## config.mk

```make
export PLATFORM = sky130hd
export DESIGN_NAME = nvme_host_queue_pair_engine_unit
export DESIGN_NICKNAME = d
export VERILOG_FILES = /design/src/rtl/nhqp_pkg.sv /design/src/rtl/nvme_host_queue_pair_engine_unit.sv /design/src/rtl/nhqp_front.sv /design/src/rtl/nhqp_fifo.sv /design/src/rtl/nhqp_back.sv
export SDC_FILE = /design/constraint.sdc
export NUM_CORES = 1
export LEC_CHECK = 0
export BUFFER_PORTS_ARGS = -buffer_cell sky130_fd_sc_hd__clkbuf_2
export CAP_MARGIN = 20
export CORE_MARGIN = 2
export CORE_UTILIZATION = 30
export CTS_CLUSTER_SIZE = 10
export DETAILED_ROUTE_END_ITERATION = 6
export GPL_TIMING_DRIVEN = 0
export PLACE_DENSITY = 0.58
export SLEW_MARGIN = 0
export SYNTH_ARGS = -nofsm -noshare
export SYNTH_HDL_FRONTEND = slang
export SYNTH_SLANG_ARGS = --single-unit
```

## constraint.sdc

```tcl
create_clock -name clk_i -period 10.6 [get_ports clk_i]
set_input_delay 2.12 -clock clk_i [delete_from_list [all_inputs] [get_ports clk_i]]
set_output_delay 2.12 -clock clk_i [all_outputs]
set_load 0.01 [all_outputs]
```

## src/rtl/nhqp_pkg.sv

```systemverilog
// ----------------------------------------------------------------------------
// nhqp_pkg
// shared types and constants of the nvme host queue pair engine
// ----------------------------------------------------------------------------
package nhqp_pkg;

  localparam int DEF_MAX_QUEUE_DEPTH = 16;
  localparam int DEF_PAGE_BYTES      = 4096;
  localparam int FIFO_DEPTH          = 2;

  localparam logic [25:0] DB_BASE = 26'h1000;

  // input function codes
  localparam logic [1:0] FUNC_READ  = 2'd0;
  localparam logic [1:0] FUNC_WRITE = 2'd1;
  localparam logic [1:0] FUNC_COMPL = 2'd2;

  // result kinds
  localparam logic [1:0] KIND_ISSUED   = 2'd0;
  localparam logic [1:0] KIND_REJECTED = 2'd1;
  localparam logic [1:0] KIND_CONSUMED = 2'd2;
  localparam logic [1:0] KIND_STALE    = 2'd3;

  // command opcodes
  localparam logic [1:0] OPC_NONE  = 2'd0;
  localparam logic [1:0] OPC_WRITE = 2'd1;
  localparam logic [1:0] OPC_READ  = 2'd2;

  // register indexes
  localparam logic [1:0] REG_QUEUE_ID   = 2'd0;
  localparam logic [1:0] REG_RING_SIZE  = 2'd1;
  localparam logic [1:0] REG_STRIDE_EXP = 2'd2;
  localparam logic [1:0] REG_BLOCK_LOG2 = 2'd3;

  typedef enum logic [1:0] {
    CLS_SUBMIT,
    CLS_COMPL,
    CLS_BAD
  } cls_e;

  typedef struct packed {
    cls_e        cls;
    logic [1:0]  opcode;
    logic        xfer_ok;
    logic [63:0] lba;
    logic [15:0] cnt_m1;
    logic        phase;
  } entry_t;

  typedef struct packed {
    logic [7:0] queue_id;
    logic [4:0] ring_size;
    logic [3:0] stride_exp;
  } cfg_t;

  typedef struct packed {
    logic [1:0]  kind;
    logic        db_write;
    logic [25:0] db_offset;
    logic [3:0]  db_value;
    logic [1:0]  opcode;
    logic [15:0] command_id;
    logic [63:0] start_block;
    logic [15:0] cnt_m1;
    logic [3:0]  slot;
  } result_t;

endpackage

```

## src/rtl/nvme_host_queue_pair_engine_unit.sv

```systemverilog
// path: a request beat is written into the two-entry queue, popped by the back
//   end and held in the result register until it is taken
// throughput: one request beat per cycle while the queue is not full; the back
//   end moves all ring pointers together and the two-entry queue absorbs output stalls
// reset: ring pointers, phase, outstanding count and command id go to zero,
//   registers to queue_id 1, ring size 16, stride_exp 0, block_size_log2 9
// ----------------------------------------------------------------------------
// nvme_host_queue_pair_engine_unit
// host side of one nvme i/o submission and completion queue pair
// ----------------------------------------------------------------------------
module nvme_host_queue_pair_engine_unit #(
  parameter int MAX_QUEUE_DEPTH = nhqp_pkg::DEF_MAX_QUEUE_DEPTH,
  parameter int PAGE_BYTES      = nhqp_pkg::DEF_PAGE_BYTES
) (
  input  logic        clk_i,
  input  logic        rst_ni,
  input  logic        psel,
  input  logic        penable,
  input  logic        pwrite,
  input  logic [3:0]  paddr,
  input  logic [31:0] pwdata,
  output logic [31:0] prdata,
  output logic        pready,
  input  logic        in_valid_i,
  output logic        in_stall_o,
  input  logic [1:0]  func_i,
  input  logic [63:0] lba_i,
  input  logic [15:0] block_count_i,
  input  logic        phase_bit_i,
  output logic        out_valid_o,
  input  logic        out_stall_i,
  output logic [1:0]  kind_o,
  output logic        doorbell_write_o,
  output logic [25:0] doorbell_offset_o,
  output logic [3:0]  doorbell_value_o,
  output logic [1:0]  opcode_o,
  output logic [15:0] command_id_o,
  output logic [63:0] start_block_o,
  output logic [15:0] count_minus_one_o,
  output logic [3:0]  slot_o
);
  import nhqp_pkg::*;

  logic [7:0] queue_id_q;
  logic [4:0] ring_size_q;
  logic [3:0] stride_exp_q;
  logic [3:0] block_log2_q;
  logic       cfg_wr;
  cfg_t       cfg;

  entry_t  push_entry, head_entry;
  logic    push, pop, fifo_full, fifo_empty;
  result_t res;

  assign pready = 1'b1;
  assign cfg_wr = psel && penable && pwrite;

  always_ff @(posedge clk_i or negedge rst_ni) begin
    if (!rst_ni) begin
      queue_id_q   <= 8'd1;
      ring_size_q  <= 5'd16;
      stride_exp_q <= 4'd0;
      block_log2_q <= 4'd9;
    end else if (cfg_wr) begin
      case (paddr[3:2])
        REG_QUEUE_ID:   queue_id_q   <= pwdata[7:0];
        REG_RING_SIZE:  ring_size_q  <= pwdata[4:0];
        REG_STRIDE_EXP: stride_exp_q <= pwdata[3:0];
        REG_BLOCK_LOG2: block_log2_q <= pwdata[3:0];
        default: ;
      endcase
    end
  end

  always_comb begin
    case (paddr[3:2])
      REG_QUEUE_ID:   prdata = {24'd0, queue_id_q};
      REG_RING_SIZE:  prdata = {27'd0, ring_size_q};
      REG_STRIDE_EXP: prdata = {28'd0, stride_exp_q};
      REG_BLOCK_LOG2: prdata = {28'd0, block_log2_q};
      default:        prdata = '0;
    endcase
  end

  assign cfg.queue_id   = queue_id_q;
  assign cfg.ring_size  = ring_size_q;
  assign cfg.stride_exp = stride_exp_q;

  nhqp_front #(
    .PAGE_BYTES (PAGE_BYTES)
  ) u_front (
    .in_valid_i        (in_valid_i),
    .in_stall_o        (in_stall_o),
    .func_i            (func_i),
    .lba_i             (lba_i),
    .block_count_i     (block_count_i),
    .phase_bit_i       (phase_bit_i),
    .block_size_log2_i (block_log2_q),
    .fifo_full_i       (fifo_full),
    .push_o            (push),
    .entry_o           (push_entry)
  );

  nhqp_fifo #(
    .DEPTH (FIFO_DEPTH)
  ) u_fifo (
    .clk_i   (clk_i),
    .rst_ni  (rst_ni),
    .push_i  (push),
    .entry_i (push_entry),
    .pop_i   (pop),
    .entry_o (head_entry),
    .full_o  (fifo_full),
    .empty_o (fifo_empty)
  );

  nhqp_back #(
    .MAX_QUEUE_DEPTH (MAX_QUEUE_DEPTH)
  ) u_back (
    .clk_i       (clk_i),
    .rst_ni      (rst_ni),
    .cfg_i       (cfg),
    .entry_i     (head_entry),
    .empty_i     (fifo_empty),
    .pop_o       (pop),
    .out_valid_o (out_valid_o),
    .out_stall_i (out_stall_i),
    .res_o       (res)
  );

  assign kind_o            = res.kind;
  assign doorbell_write_o  = res.db_write;
  assign doorbell_offset_o = res.db_offset;
  assign doorbell_value_o  = res.db_value;
  assign opcode_o          = res.opcode;
  assign command_id_o      = res.command_id;
  assign start_block_o     = res.start_block;
  assign count_minus_one_o = res.cnt_m1;
  assign slot_o            = res.slot;

endmodule

```

## src/rtl/nhqp_front.sv

```systemverilog
// ----------------------------------------------------------------------------
// nhqp_front
// accepts request beats and classifies them: function, size and page checks
// ----------------------------------------------------------------------------
module nhqp_front #(
  parameter int PAGE_BYTES = nhqp_pkg::DEF_PAGE_BYTES
) (
  input  logic            in_valid_i,
  output logic            in_stall_o,
  input  logic [1:0]      func_i,
  input  logic [63:0]     lba_i,
  input  logic [15:0]     block_count_i,
  input  logic            phase_bit_i,
  input  logic [3:0]      block_size_log2_i,
  input  logic            fifo_full_i,
  output logic            push_o,
  output nhqp_pkg::entry_t entry_o
);
  import nhqp_pkg::*;

  logic [3:0]  lg;
  logic [28:0] xfer_bytes;

  // block size clamped to 512..4096
  always_comb begin
    if (block_size_log2_i < 4'd9) begin
      lg = 4'd9;
    end else if (block_size_log2_i > 4'd12) begin
      lg = 4'd12;
    end else begin
      lg = block_size_log2_i;
    end
  end

  assign xfer_bytes = {13'd0, block_count_i} << lg;

  always_comb begin
    entry_o         = '0;
    entry_o.lba     = lba_i;
    entry_o.cnt_m1  = block_count_i - 16'd1;
    entry_o.phase   = phase_bit_i;
    entry_o.xfer_ok = (block_count_i != 16'd0) && (xfer_bytes <= 29'(PAGE_BYTES));
    case (func_i)
      FUNC_READ: begin
        entry_o.cls    = CLS_SUBMIT;
        entry_o.opcode = OPC_READ;
      end
      FUNC_WRITE: begin
        entry_o.cls    = CLS_SUBMIT;
        entry_o.opcode = OPC_WRITE;
      end
      FUNC_COMPL: begin
        entry_o.cls    = CLS_COMPL;
        entry_o.opcode = OPC_NONE;
      end
      default: begin
        entry_o.cls    = CLS_BAD;
        entry_o.opcode = OPC_NONE;
      end
    endcase
  end

  assign in_stall_o = fifo_full_i;
  assign push_o     = in_valid_i && !fifo_full_i;

endmodule

```

## src/rtl/nhqp_fifo.sv

```systemverilog
// ----------------------------------------------------------------------------
// nhqp_fifo
// short queue of classified beats between front and back
// ----------------------------------------------------------------------------
module nhqp_fifo #(
  parameter int DEPTH = nhqp_pkg::FIFO_DEPTH
) (
  input  logic             clk_i,
  input  logic             rst_ni,
  input  logic             push_i,
  input  nhqp_pkg::entry_t entry_i,
  input  logic             pop_i,
  output nhqp_pkg::entry_t entry_o,
  output logic             full_o,
  output logic             empty_o
);
  import nhqp_pkg::*;

  localparam int PW = (DEPTH > 1) ? $clog2(DEPTH) : 1;
  localparam int CW = $clog2(DEPTH + 1);

  entry_t          slots_q [DEPTH];
  logic [PW-1:0]   wr_ptr_q, rd_ptr_q;
  logic [CW-1:0]   count_q;

  assign full_o  = (count_q == CW'(DEPTH));
  assign empty_o = (count_q == '0);
  assign entry_o = slots_q[rd_ptr_q];

  always_ff @(posedge clk_i) begin
    if (push_i) begin
      slots_q[wr_ptr_q] <= entry_i;
    end
  end

  always_ff @(posedge clk_i or negedge rst_ni) begin
    if (!rst_ni) begin
      wr_ptr_q <= '0;
      rd_ptr_q <= '0;
      count_q  <= '0;
    end else begin
      if (push_i) begin
        wr_ptr_q <= (wr_ptr_q == PW'(DEPTH - 1)) ? '0 : wr_ptr_q + 1'b1;
      end
      if (pop_i) begin
        rd_ptr_q <= (rd_ptr_q == PW'(DEPTH - 1)) ? '0 : rd_ptr_q + 1'b1;
      end
      if (push_i && !pop_i) begin
        count_q <= count_q + 1'b1;
      end else if (pop_i && !push_i) begin
        count_q <= count_q - 1'b1;
      end
    end
  end

endmodule

```

## src/rtl/nhqp_back.sv

```systemverilog
// ----------------------------------------------------------------------------
// nhqp_back
// ring pointers, phase and outstanding count; builds the result beat
// ----------------------------------------------------------------------------
module nhqp_back #(
  parameter int MAX_QUEUE_DEPTH = nhqp_pkg::DEF_MAX_QUEUE_DEPTH
) (
  input  logic              clk_i,
  input  logic              rst_ni,
  input  nhqp_pkg::cfg_t    cfg_i,
  input  nhqp_pkg::entry_t  entry_i,
  input  logic              empty_i,
  output logic              pop_o,
  output logic              out_valid_o,
  input  logic              out_stall_i,
  output nhqp_pkg::result_t res_o
);
  import nhqp_pkg::*;

  localparam int RING_TOP = (MAX_QUEUE_DEPTH > 16) ? 16 :
                            ((MAX_QUEUE_DEPTH < 2) ? 2 : MAX_QUEUE_DEPTH);

  logic [3:0]  sq_tail_q, sq_tail_d;
  logic [3:0]  cq_head_q, cq_head_d;
  logic        cq_phase_q, cq_phase_d;
  logic [4:0]  outst_q, outst_d;
  logic [15:0] next_id_q, next_id_d;
  logic        valid_q;
  result_t     res_q, res_d;

  logic [4:0]  ring_n, ring_last;
  logic [4:0]  tail_inc, head_inc;
  logic [8:0]  sq_idx, cq_idx;
  logic [4:0]  shamt;
  logic [25:0] sq_db, cq_db;
  logic        load;

  always_comb begin
    if (cfg_i.ring_size > 5'(RING_TOP)) begin
      ring_n = 5'(RING_TOP);
    end else if (cfg_i.ring_size < 5'd2) begin
      ring_n = 5'd2;
    end else begin
      ring_n = cfg_i.ring_size;
    end
  end

  assign ring_last = ring_n - 5'd1;
  assign tail_inc  = {1'b0, sq_tail_q} + 5'd1;
  assign head_inc  = {1'b0, cq_head_q} + 5'd1;

  // doorbell offset: base plus (2*qid + which) * (4 << stride_exp)
  assign sq_idx = {cfg_i.queue_id, 1'b0};
  assign cq_idx = {cfg_i.queue_id, 1'b1};
  assign shamt  = {1'b0, cfg_i.stride_exp} + 5'd2;
  assign sq_db  = DB_BASE + ({17'd0, sq_idx} << shamt);
  assign cq_db  = DB_BASE + ({17'd0, cq_idx} << shamt);

  assign load  = !valid_q || !out_stall_i;
  assign pop_o = load && !empty_i;

  always_comb begin
    sq_tail_d  = sq_tail_q;
    cq_head_d  = cq_head_q;
    cq_phase_d = cq_phase_q;
    outst_d    = outst_q;
    next_id_d  = next_id_q;
    res_d      = '0;
    case (entry_i.cls)
      CLS_SUBMIT: begin
        if (!entry_i.xfer_ok || outst_q >= ring_last) begin
          res_d.kind = KIND_REJECTED;
        end else begin
          sq_tail_d         = (tail_inc > ring_last) ? 4'd0 : tail_inc[3:0];
          outst_d           = outst_q + 5'd1;
          next_id_d         = next_id_q + 16'd1;
          res_d.kind        = KIND_ISSUED;
          res_d.opcode      = entry_i.opcode;
          res_d.command_id  = next_id_q;
          res_d.start_block = entry_i.lba;
          res_d.cnt_m1      = entry_i.cnt_m1;
          res_d.slot        = sq_tail_q;
          res_d.db_write    = 1'b1;
          res_d.db_offset   = sq_db;
          res_d.db_value    = sq_tail_d;
        end
      end
      CLS_COMPL: begin
        if (entry_i.phase == cq_phase_q || outst_q == 5'd0) begin
          res_d.kind = KIND_STALE;
        end else begin
          res_d.kind = KIND_CONSUMED;
          if (head_inc > ring_last) begin
            cq_head_d  = 4'd0;
            cq_phase_d = !cq_phase_q;
          end else begin
            cq_head_d = head_inc[3:0];
          end
          outst_d = outst_q - 5'd1;
          // head doorbell only once the queue drains
          if (outst_d == 5'd0) begin
            res_d.db_write  = 1'b1;
            res_d.db_offset = cq_db;
            res_d.db_value  = cq_head_d;
          end
        end
      end
      default: begin
        res_d.kind = KIND_REJECTED;
      end
    endcase
  end

  always_ff @(posedge clk_i or negedge rst_ni) begin
    if (!rst_ni) begin
      sq_tail_q  <= '0;
      cq_head_q  <= '0;
      cq_phase_q <= 1'b0;
      outst_q    <= '0;
      next_id_q  <= '0;
      valid_q    <= 1'b0;
    end else begin
      if (pop_o) begin
        sq_tail_q  <= sq_tail_d;
        cq_head_q  <= cq_head_d;
        cq_phase_q <= cq_phase_d;
        outst_q    <= outst_d;
        next_id_q  <= next_id_d;
      end
      if (load) begin
        valid_q <= !empty_i;
      end
    end
  end

  always_ff @(posedge clk_i) begin
    if (pop_o) begin
      res_q <= res_d;
    end
  end

  assign out_valid_o = valid_q;
  assign res_o       = res_q;

endmodule

```

==> reports/metrics.yaml, run 1 <==
worst_setup_path:
  max_stage_delay_ns: 0.57
  cp.arrival_ns: 3.25
  cp-start-kind: "input pin"
  cp-end-kind: "primary output"
  critPathKind: "in2out"
  worstPathRequired_ns: 8.48
  worst_path_max_delay_cell: "mux4_2"
  cp_max_fo: 9
  path_cells: "clkbuf_1, mux4_2, clkbuf_2"
route:
  vias: 10260
  drt_wl_total_mm: 39.65
  vias_per_cell: 4.703
  dr.pass1.iters: 5
  detailedRoute.firstIterationViolations: 609
  drc: 0
  ant_nets: 0
  routedWlPerCell_microns: 18.17
placement:
  post-dp-hpwl_mm: 27.90
  port_buffers: 240
  dpl_worst_slack_ns: 5.205
  gp_congestion: 0.8522
clock_tree:
  cts_sinks: 363
  cts_hold_buf: 0
  cts_setup_buffers: 0
  clk_pin_slew_ns: 0.05
  cts_htree_levels: 2
  cts_buffer_depth: 3
  cts_inserted_buffers: 44
  cts_tree: "built"
  root_buffer: "clkbuf_16"
  clk_latency_ns: 0.57
  cts_resized: 0
global_routing:
  grt-ovfl-total: 0
  antenna_found_initial: 4
  gr-usage-all-layers_pct: 14.14
  grt_pass1_vias: 10400
  grt_pass1_wl_mm: 61.05
  grt_max_degree: 82
timing:
  hold_viol: 0
  slew_headroom_pct: 30.82
  setup_slack_ns: 5.230
  post-route-period-util_pct: 50.67
  max_freq_ghz: 0.1862
  post-route-min-period_ns: 5.371
  tns_ns: 0
  slew_viol_final: 0
  worst_pin_slew_ns: 1.025
  rsz0062_at_grt: "no"
  setup_viol: 0
  skew_ns: 0.01333
final_layout:
  drive_above_1_share_pct: 26.26
  area_growth_pct: 22.46
  fin_nets: 1615
  final_cell_mix: "edfxtp_1 (307), clkbuf_2 (239), nor2_1 (129), mux2i_1 (97), nand2_1 (57)"
  final_common_cell: "edfxtp_1"
logic_synthesis:
  ys_ff_latch: 363
  syn-cell-area_sq_um: 16050
  synth_area_leader_cell: "edfxtp_1"
  syn_avg_cell_area_sq_um: 13.98
  ys_warn_count: 0
  synthArstFlopShare_pct: 15.43
  synth-seq-area-share_pct: 66.19
  synth_edf_count: 307
  synthTopCellsByArea: "edfxtp_1 (57%), dfrtp_1 (8.1%), mux2i_1 (6.0%), nor2_1 (3.0%), ha_1 (1.9%)"
  yosysUniqueCellTypes: 86
  syn_inst: 1148
  synth_top_area_share_pct: 57.43
  synthFlopType: "edfxtp_1"
run_status:
  status: "completed"
die:
  num_io_pins: 296
  die_w_microns: 235.3
  rows: 84
  fp.coreArea_sq_um: 52760
  die_y_microns: 235.3
  initial_core_util_pct: 30.43
  dieArea_sq_um: 55380
power_and_ir_drop:
  power.total_mw: 5.252
  ir_drop_v: 0.0001324
  p_leak_nw: 7.830
  power_density_nw_per_um2: 267.2
hold_path:
  hold_class: "reg2reg"
flow_run:
  maxCapViolCount: 0
-- path summary, 6_finish.rpt --
path | from | end | slack, ns | cells after the start
worst max-delay path | paddr[3] | prdata[0] | 5.23 | 3
worst min-delay path | u_back.next_id_q[15] | u_back.next_id_q[15] | 0.47 | 1
worst max register to register | ring_size_q[1] | u_back.res_o[80] | 6.28 | 10
worst min register to register | u_back.next_id_q[15] | u_back.next_id_q[15] | 0.47 | 1
max in group asynchronous | rst_ni | u_fifo.wr_ptr_q | 8.39 | 1
min in group asynchronous | rst_ni | u_back.next_id_q[13] | 1.66 | 1
-- stage by stage --
| stage | cell area (sq um) | std cells | util [%] | hold WS (ns) |
|---|---|---|---|---|
| 6_report | 19660 | 2182 | 37.26 | 0.4686 |
| 5_1_grt | 19660 | 2182 | 37.26 | 0.4821 |
| 4_1_cts | 19660 | 2181 | 37.25 | 0.4715 |
| 3_5_place_dp | 18360 | 2107 | 34.79 | 0.4584 |
| 3_3_place_gp | 18210 | 2102 | 34.52 | 0.4611 |
| 2_1_floorplan | 16150 | 1174 | - | 0.4375 |
-- layer usage --
layer  GRT usage, %  vias to the layer above  share of wire, %
met2          22.48                      319                46
met3          4.573                       64               7.6
met1          18.47                     4998                44
met5              0                        -              0.10
li1               -                     4876                 -
met4          4.092                        6               2.2
-- final cells by class --
type                            instances  area, sq um
Clock buffer                           65         1200
Fill cell                            5110        33100
Inverter                               22        87.58
Buffer                                 76        410.4
Antenna cell                            1        2.502
Tap cell                              688        860.8
Multi-Input combinational cell        713         5045
Clock inverter                          9        100.1
Timing Repair Buffer                  245         1326
Sequential cell                       363        10630
-- synth_stat cells (all sizes together), types with 17 or more instances --
| library cell | count |
|---|---|
| edfxtp | 307 |
| mux2 | 24 |
| o21ai | 23 |
| and2 | 33 |
| nand2 | 57 |
| inv | 22 |
| nand4 | 17 |
| a21oi | 25 |
| mux2i | 97 |
| xnor2 | 32 |
| ha | 24 |
| nand3 | 23 |
| nor2 | 130 |
| clkbuf | 36 |
| buf | 40 |
| dfrtp | 52 |
| nor3 | 30 |
| xor2 | 27 |
-- sequential cells by signal, indices dropped and copies added (netlist names) --
name,cells
u_fifo.slots_q,172
u_fifo.count_q,2
u_back.out_valid_o,1
u_back.outst_q,5
block_log2_q,4
u_fifo.rd_ptr_q,1
u_fifo.wr_ptr_q,1
u_back.res_o,135
queue_id_q,8
u_back.next_id_q,16
stride_exp_q,4
u_back.sq_tail_q,4
u_back.cq_phase_q,1
ring_size_q,5
u_back.cq_head_q,4
-- critical path, delay by kind of cell --
family / cells / cell delay [ns]
muxes: 1 / 0.57
buffers and inverters: 2 / 0.55
-- power by group --
part,switching (mW),total [mW],internal (mW)
Sequential,0.177,2.24,2.06
Clock,0.571,1.38,0.807
Combinational,1.04,1.63,0.596
-- logic make-up after synthesis --
| logic type | count (synthesis) | synth area share [%] |
|---|---|---|
| compound gates | 120 | 5.480 |
| flops | 363 | 66.19 |
| buf+inv | 98 | 3.071 |
| other cells | 2 | 0.04678 |
| mux | 131 | 9.205 |
| simple gates | 348 | 10.73 |
| fa+ha+maj | 27 | 2.065 |
| xor+xnor | 59 | 3.219 |
(Power assumes the default switching activity.)
==> run 2, diff against run 1 <==
--- a/config.mk
+++ b/config.mk
@@ -5,6 +5,7 @@
 export SDC_FILE = /design/constraint.sdc
 export NUM_CORES = 1
 export LEC_CHECK = 0
+export ABC_AREA = 1
 export BUFFER_PORTS_ARGS = -buffer_cell sky130_fd_sc_hd__clkbuf_2
 export CAP_MARGIN = 20
 export CORE_MARGIN = 2
==> constraint.sdc (replaced) <==
create_clock -name clk_i -period 5.15 [get_ports clk_i]
set_input_delay 1.03 -clock clk_i [delete_from_list [all_inputs] [get_ports clk_i]]
set_output_delay 1.03 -clock clk_i [all_outputs]
set_load 0.01 [all_outputs]
==> run 2 against run 1 <==
  * Via count is 15% higher
  * Global-route usage grew 0.68 points
  * Wire length increased by 6.4%
  * Area after synthesis grew 1.2%
  * Setup slack got worse by 3.5 ns
  * Combinational power grew 130%
  * Clock skew increased by 0.0072 ns
  * Cell count is 17% higher
  * Synthesized cell count up 31%
  * Critical path type is now reg2reg
  * Critical endpoint is now u_back.res_o[16]
  * Largest power group unchanged
  * Highest routed layer unchanged
==> reports/metrics.yaml, run 2 <==
clock_tree:
  root_buffer: "clkbuf_16"
  cts_inserted_buffers: 44
  clk_pin_slew_ns: 0.05
  cts_tree: "built"
  cts_hold_buf: 0
  cts_resized: 0
  clk_latency_ns: 0.58
  cts_buffer_depth: 3
  cts_setup_buffers: 0
  cts_htree_levels: 2
  cts_sinks: 363
worst_setup_path:
  path_cells: "nor2_1, inv_1, a21oi_1, a21boi_0, ha_1, o21ai_0, nand2_1, a21oi_1, nand2_1, nand3_1, nand2_2, buf_2, buf_2, a21oi_1"
  path_common_cell: "a21oi_1"
  worstPathRequired_ns: 5.52
  crit_buf_inv: 3
  max_stage_delay_ns: 0.72
  cp.arrival_ns: 3.82
  worst_path_max_delay_cell: "a21boi_0"
  critPathTopFamily: "compound AO/OA/AOI/OAI gates"
  critPathLaunch: "ring_size_q[3]"
  cp_max_fo: 10
  cp-start-kind: "register"
  critPathKind: "reg2reg"
  cp-end-kind: "register"
  rr_startpoint: "ring_size_q[3]"
timing:
  slew_viol_final: 0
  tns_ns: 0
  slew_headroom_pct: 41.59
  skew_ns: 0.02054
  hold_viol: 0
  post-route-min-period_ns: 3.450
  holdWs_ns: 0.4846
  max_freq_ghz: 0.2899
  setup_viol: 0
  rsz0062_at_grt: "no"
  worst_pin_slew_ns: 0.8684
  setup_slack_ns: 1.700
  post-route-period-util_pct: 66.98
final_layout:
  final_cell_mix: "nand2_1 (424), edfxtp_1 (307), clkbuf_2 (243), a21oi_1 (110), nand3_1 (103)"
  fin_nets: 1982
  final_common_cell: "nand2_1"
  postLayoutCellArea_sq_um: 19930
  top_register: "u_fifo.slots_q"
  largest_register_ffs: 172
  final_core_util_pct: 37.12
  area_growth_pct: 22.74
  drive_above_1_share_pct: 22.85
power_and_ir_drop:
  power_density_nw_per_um2: 573.8
  ir_drop_v: 0.0002326
  p_leak_nw: 8.448
logic_synthesis:
  ys_warn_count: 0
  syn_avg_cell_area_sq_um: 10.78
  syn-cell-area_sq_um: 16240
  yosysUniqueCellTypes: 52
  synth_common_cells: "nand2_1 (424), edfxtp_1 (307), a21oi_1 (110), nand3_1 (103), inv_1 (93)"
  synthTopCellsByArea: "edfxtp_1 (57%), nand2_1 (9.8%), dfrtp_1 (8.0%), a21oi_1 (3.4%), nand3_1 (3.2%)"
  synth-seq-area-share_pct: 65.42
  synthFlopType: "edfxtp_1"
  yosysMostFrequentCell: "nand2_1"
  syn_inst: 1507
  synth_area_leader_cell: "edfxtp_1"
  synth_top_area_share_pct: 56.76
  ys_ff_latch: 363
  synthArstFlopShare_pct: 15.43
  synth_edf_count: 307
global_routing:
  grt_max_degree: 74
  grt_pass1_wl_mm: 65.15
  grt_pass1_vias: 11610
  antenna_found_initial: 3
  gr-usage-all-layers_pct: 14.82
  grt-ovfl-total: 0
route:
  routedWlPerCell_microns: 16.55
  detailedRoute.firstIterationViolations: 747
  vias: 11840
  ant_nets: 0
  vias_per_cell: 4.643
  drc: 0
  drt_wl_total_mm: 42.19
  dr.pass1.iters: 5
placement:
  dpl_worst_slack_ns: 1.616
  gp_congestion: 0.9001
  post-dp-hpwl_mm: 29.98
  port_buffers: 244
  place_area_sq_um: 18620
run_status:
  status: "completed"
hold_path:
  hp-start: "u_back.next_id_q[15]"
  hold_class: "reg2reg"
die:
  num_io_pins: 296
  die_y_microns: 236.7
  initial_core_util_pct: 30.24
  rows: 85
  die_w_microns: 236.7
  dieArea_sq_um: 56010
  fp.coreArea_sq_um: 53710
flow_run:
  maxCapViolCount: 0
run 2: cell types whose count changed after synthesis, moves of 42 or more:
cell | before | now
inv_1 | 20 | 93
nor2_1 | 130 | 88
nand2_1 | 57 | 424
nand3_1 | 22 | 103
a21oi_1 | 25 | 110
mux2i_1 | 97 | 3
run 2: kinds of logic (layout without fill, tap and decap cells):
family                     after synthesis  after routing  share of synthesized area [%]
AOI/OAI and AO/OA                      206            206                          6.911
muxes                                    3              3                         0.1849
and+or+nand+nor                        676            676                          17.79
DFF                                    363            363                          65.42
adders and majority gates               24             24                          1.849
xor gates and xnor gates                44             44                          2.419
buffers and inverters                  189            507                          5.377
other                                    2             30                        0.04624
run 2: worst register-to-register path, stage by stage, from the launching register on:
cell and delay (ns):
dfrtp_1 0.43, nor2_1 0.12, inv_1 0.04, a21oi_1 0.17, a21boi_0 0.73, ha_1 0.37, o21ai_0 0.08, nand2_1 0.07
a21oi_1 0.13, nand2_1 0.06, nand3_1 0.07, nand2_2 0.16, buf_2 0.30, buf_2 0.26, a21oi_1 0.25
run 2: area by class of cell:
class                      count  area (sq um)
tap                          696         870.8
clock buffer                  56          1166
antenna                        2         5.005
clock inverter                 9         146.4
sequential                   363         10630
multi-input combinational    981          4855
inverter                     112         425.4
timing repair buffer         253          1388
fill                        5282         33770
buffer                        77         452.9
run 2: stage by stage:
step                total power, mW  cells
global placement              8.614   2473
floorplan                     7.097   1533
CTS                           11.63   2547
detailed placement            8.671   2482
finish                        11.44   2549
global route                  12.17   2549
run 2: where the power goes:
part	internal (mW)	switching, mW
sequential	4.40	0.362
combinational	1.15	2.63
clock	1.69	1.21
run 2: path summary, 6_finish.rpt:
kind	end	slack (ns)	cells past startpoint
setup / recovery	u_back.res_o[16]	1.70	14
max in group asynchronous	u_back.next_id_q[13]	3.99	1
hold / removal	u_back.next_id_q[15]	0.48	1
min in group asynchronous	queue_id_q[6]	0.58	1
setup reg to reg	u_back.res_o[16]	1.70	14
hold reg to reg	u_back.next_id_q[15]	0.48	1
run 2: metal layers:
layer	up-vias	track usage (%)	routed length (microns)
li1	5765	-	-
met5	-	0	8
met2	336	24.42	20280
met3	62	3.043	2511
met4	2	4.776	992
met1	5671	19.57	18390
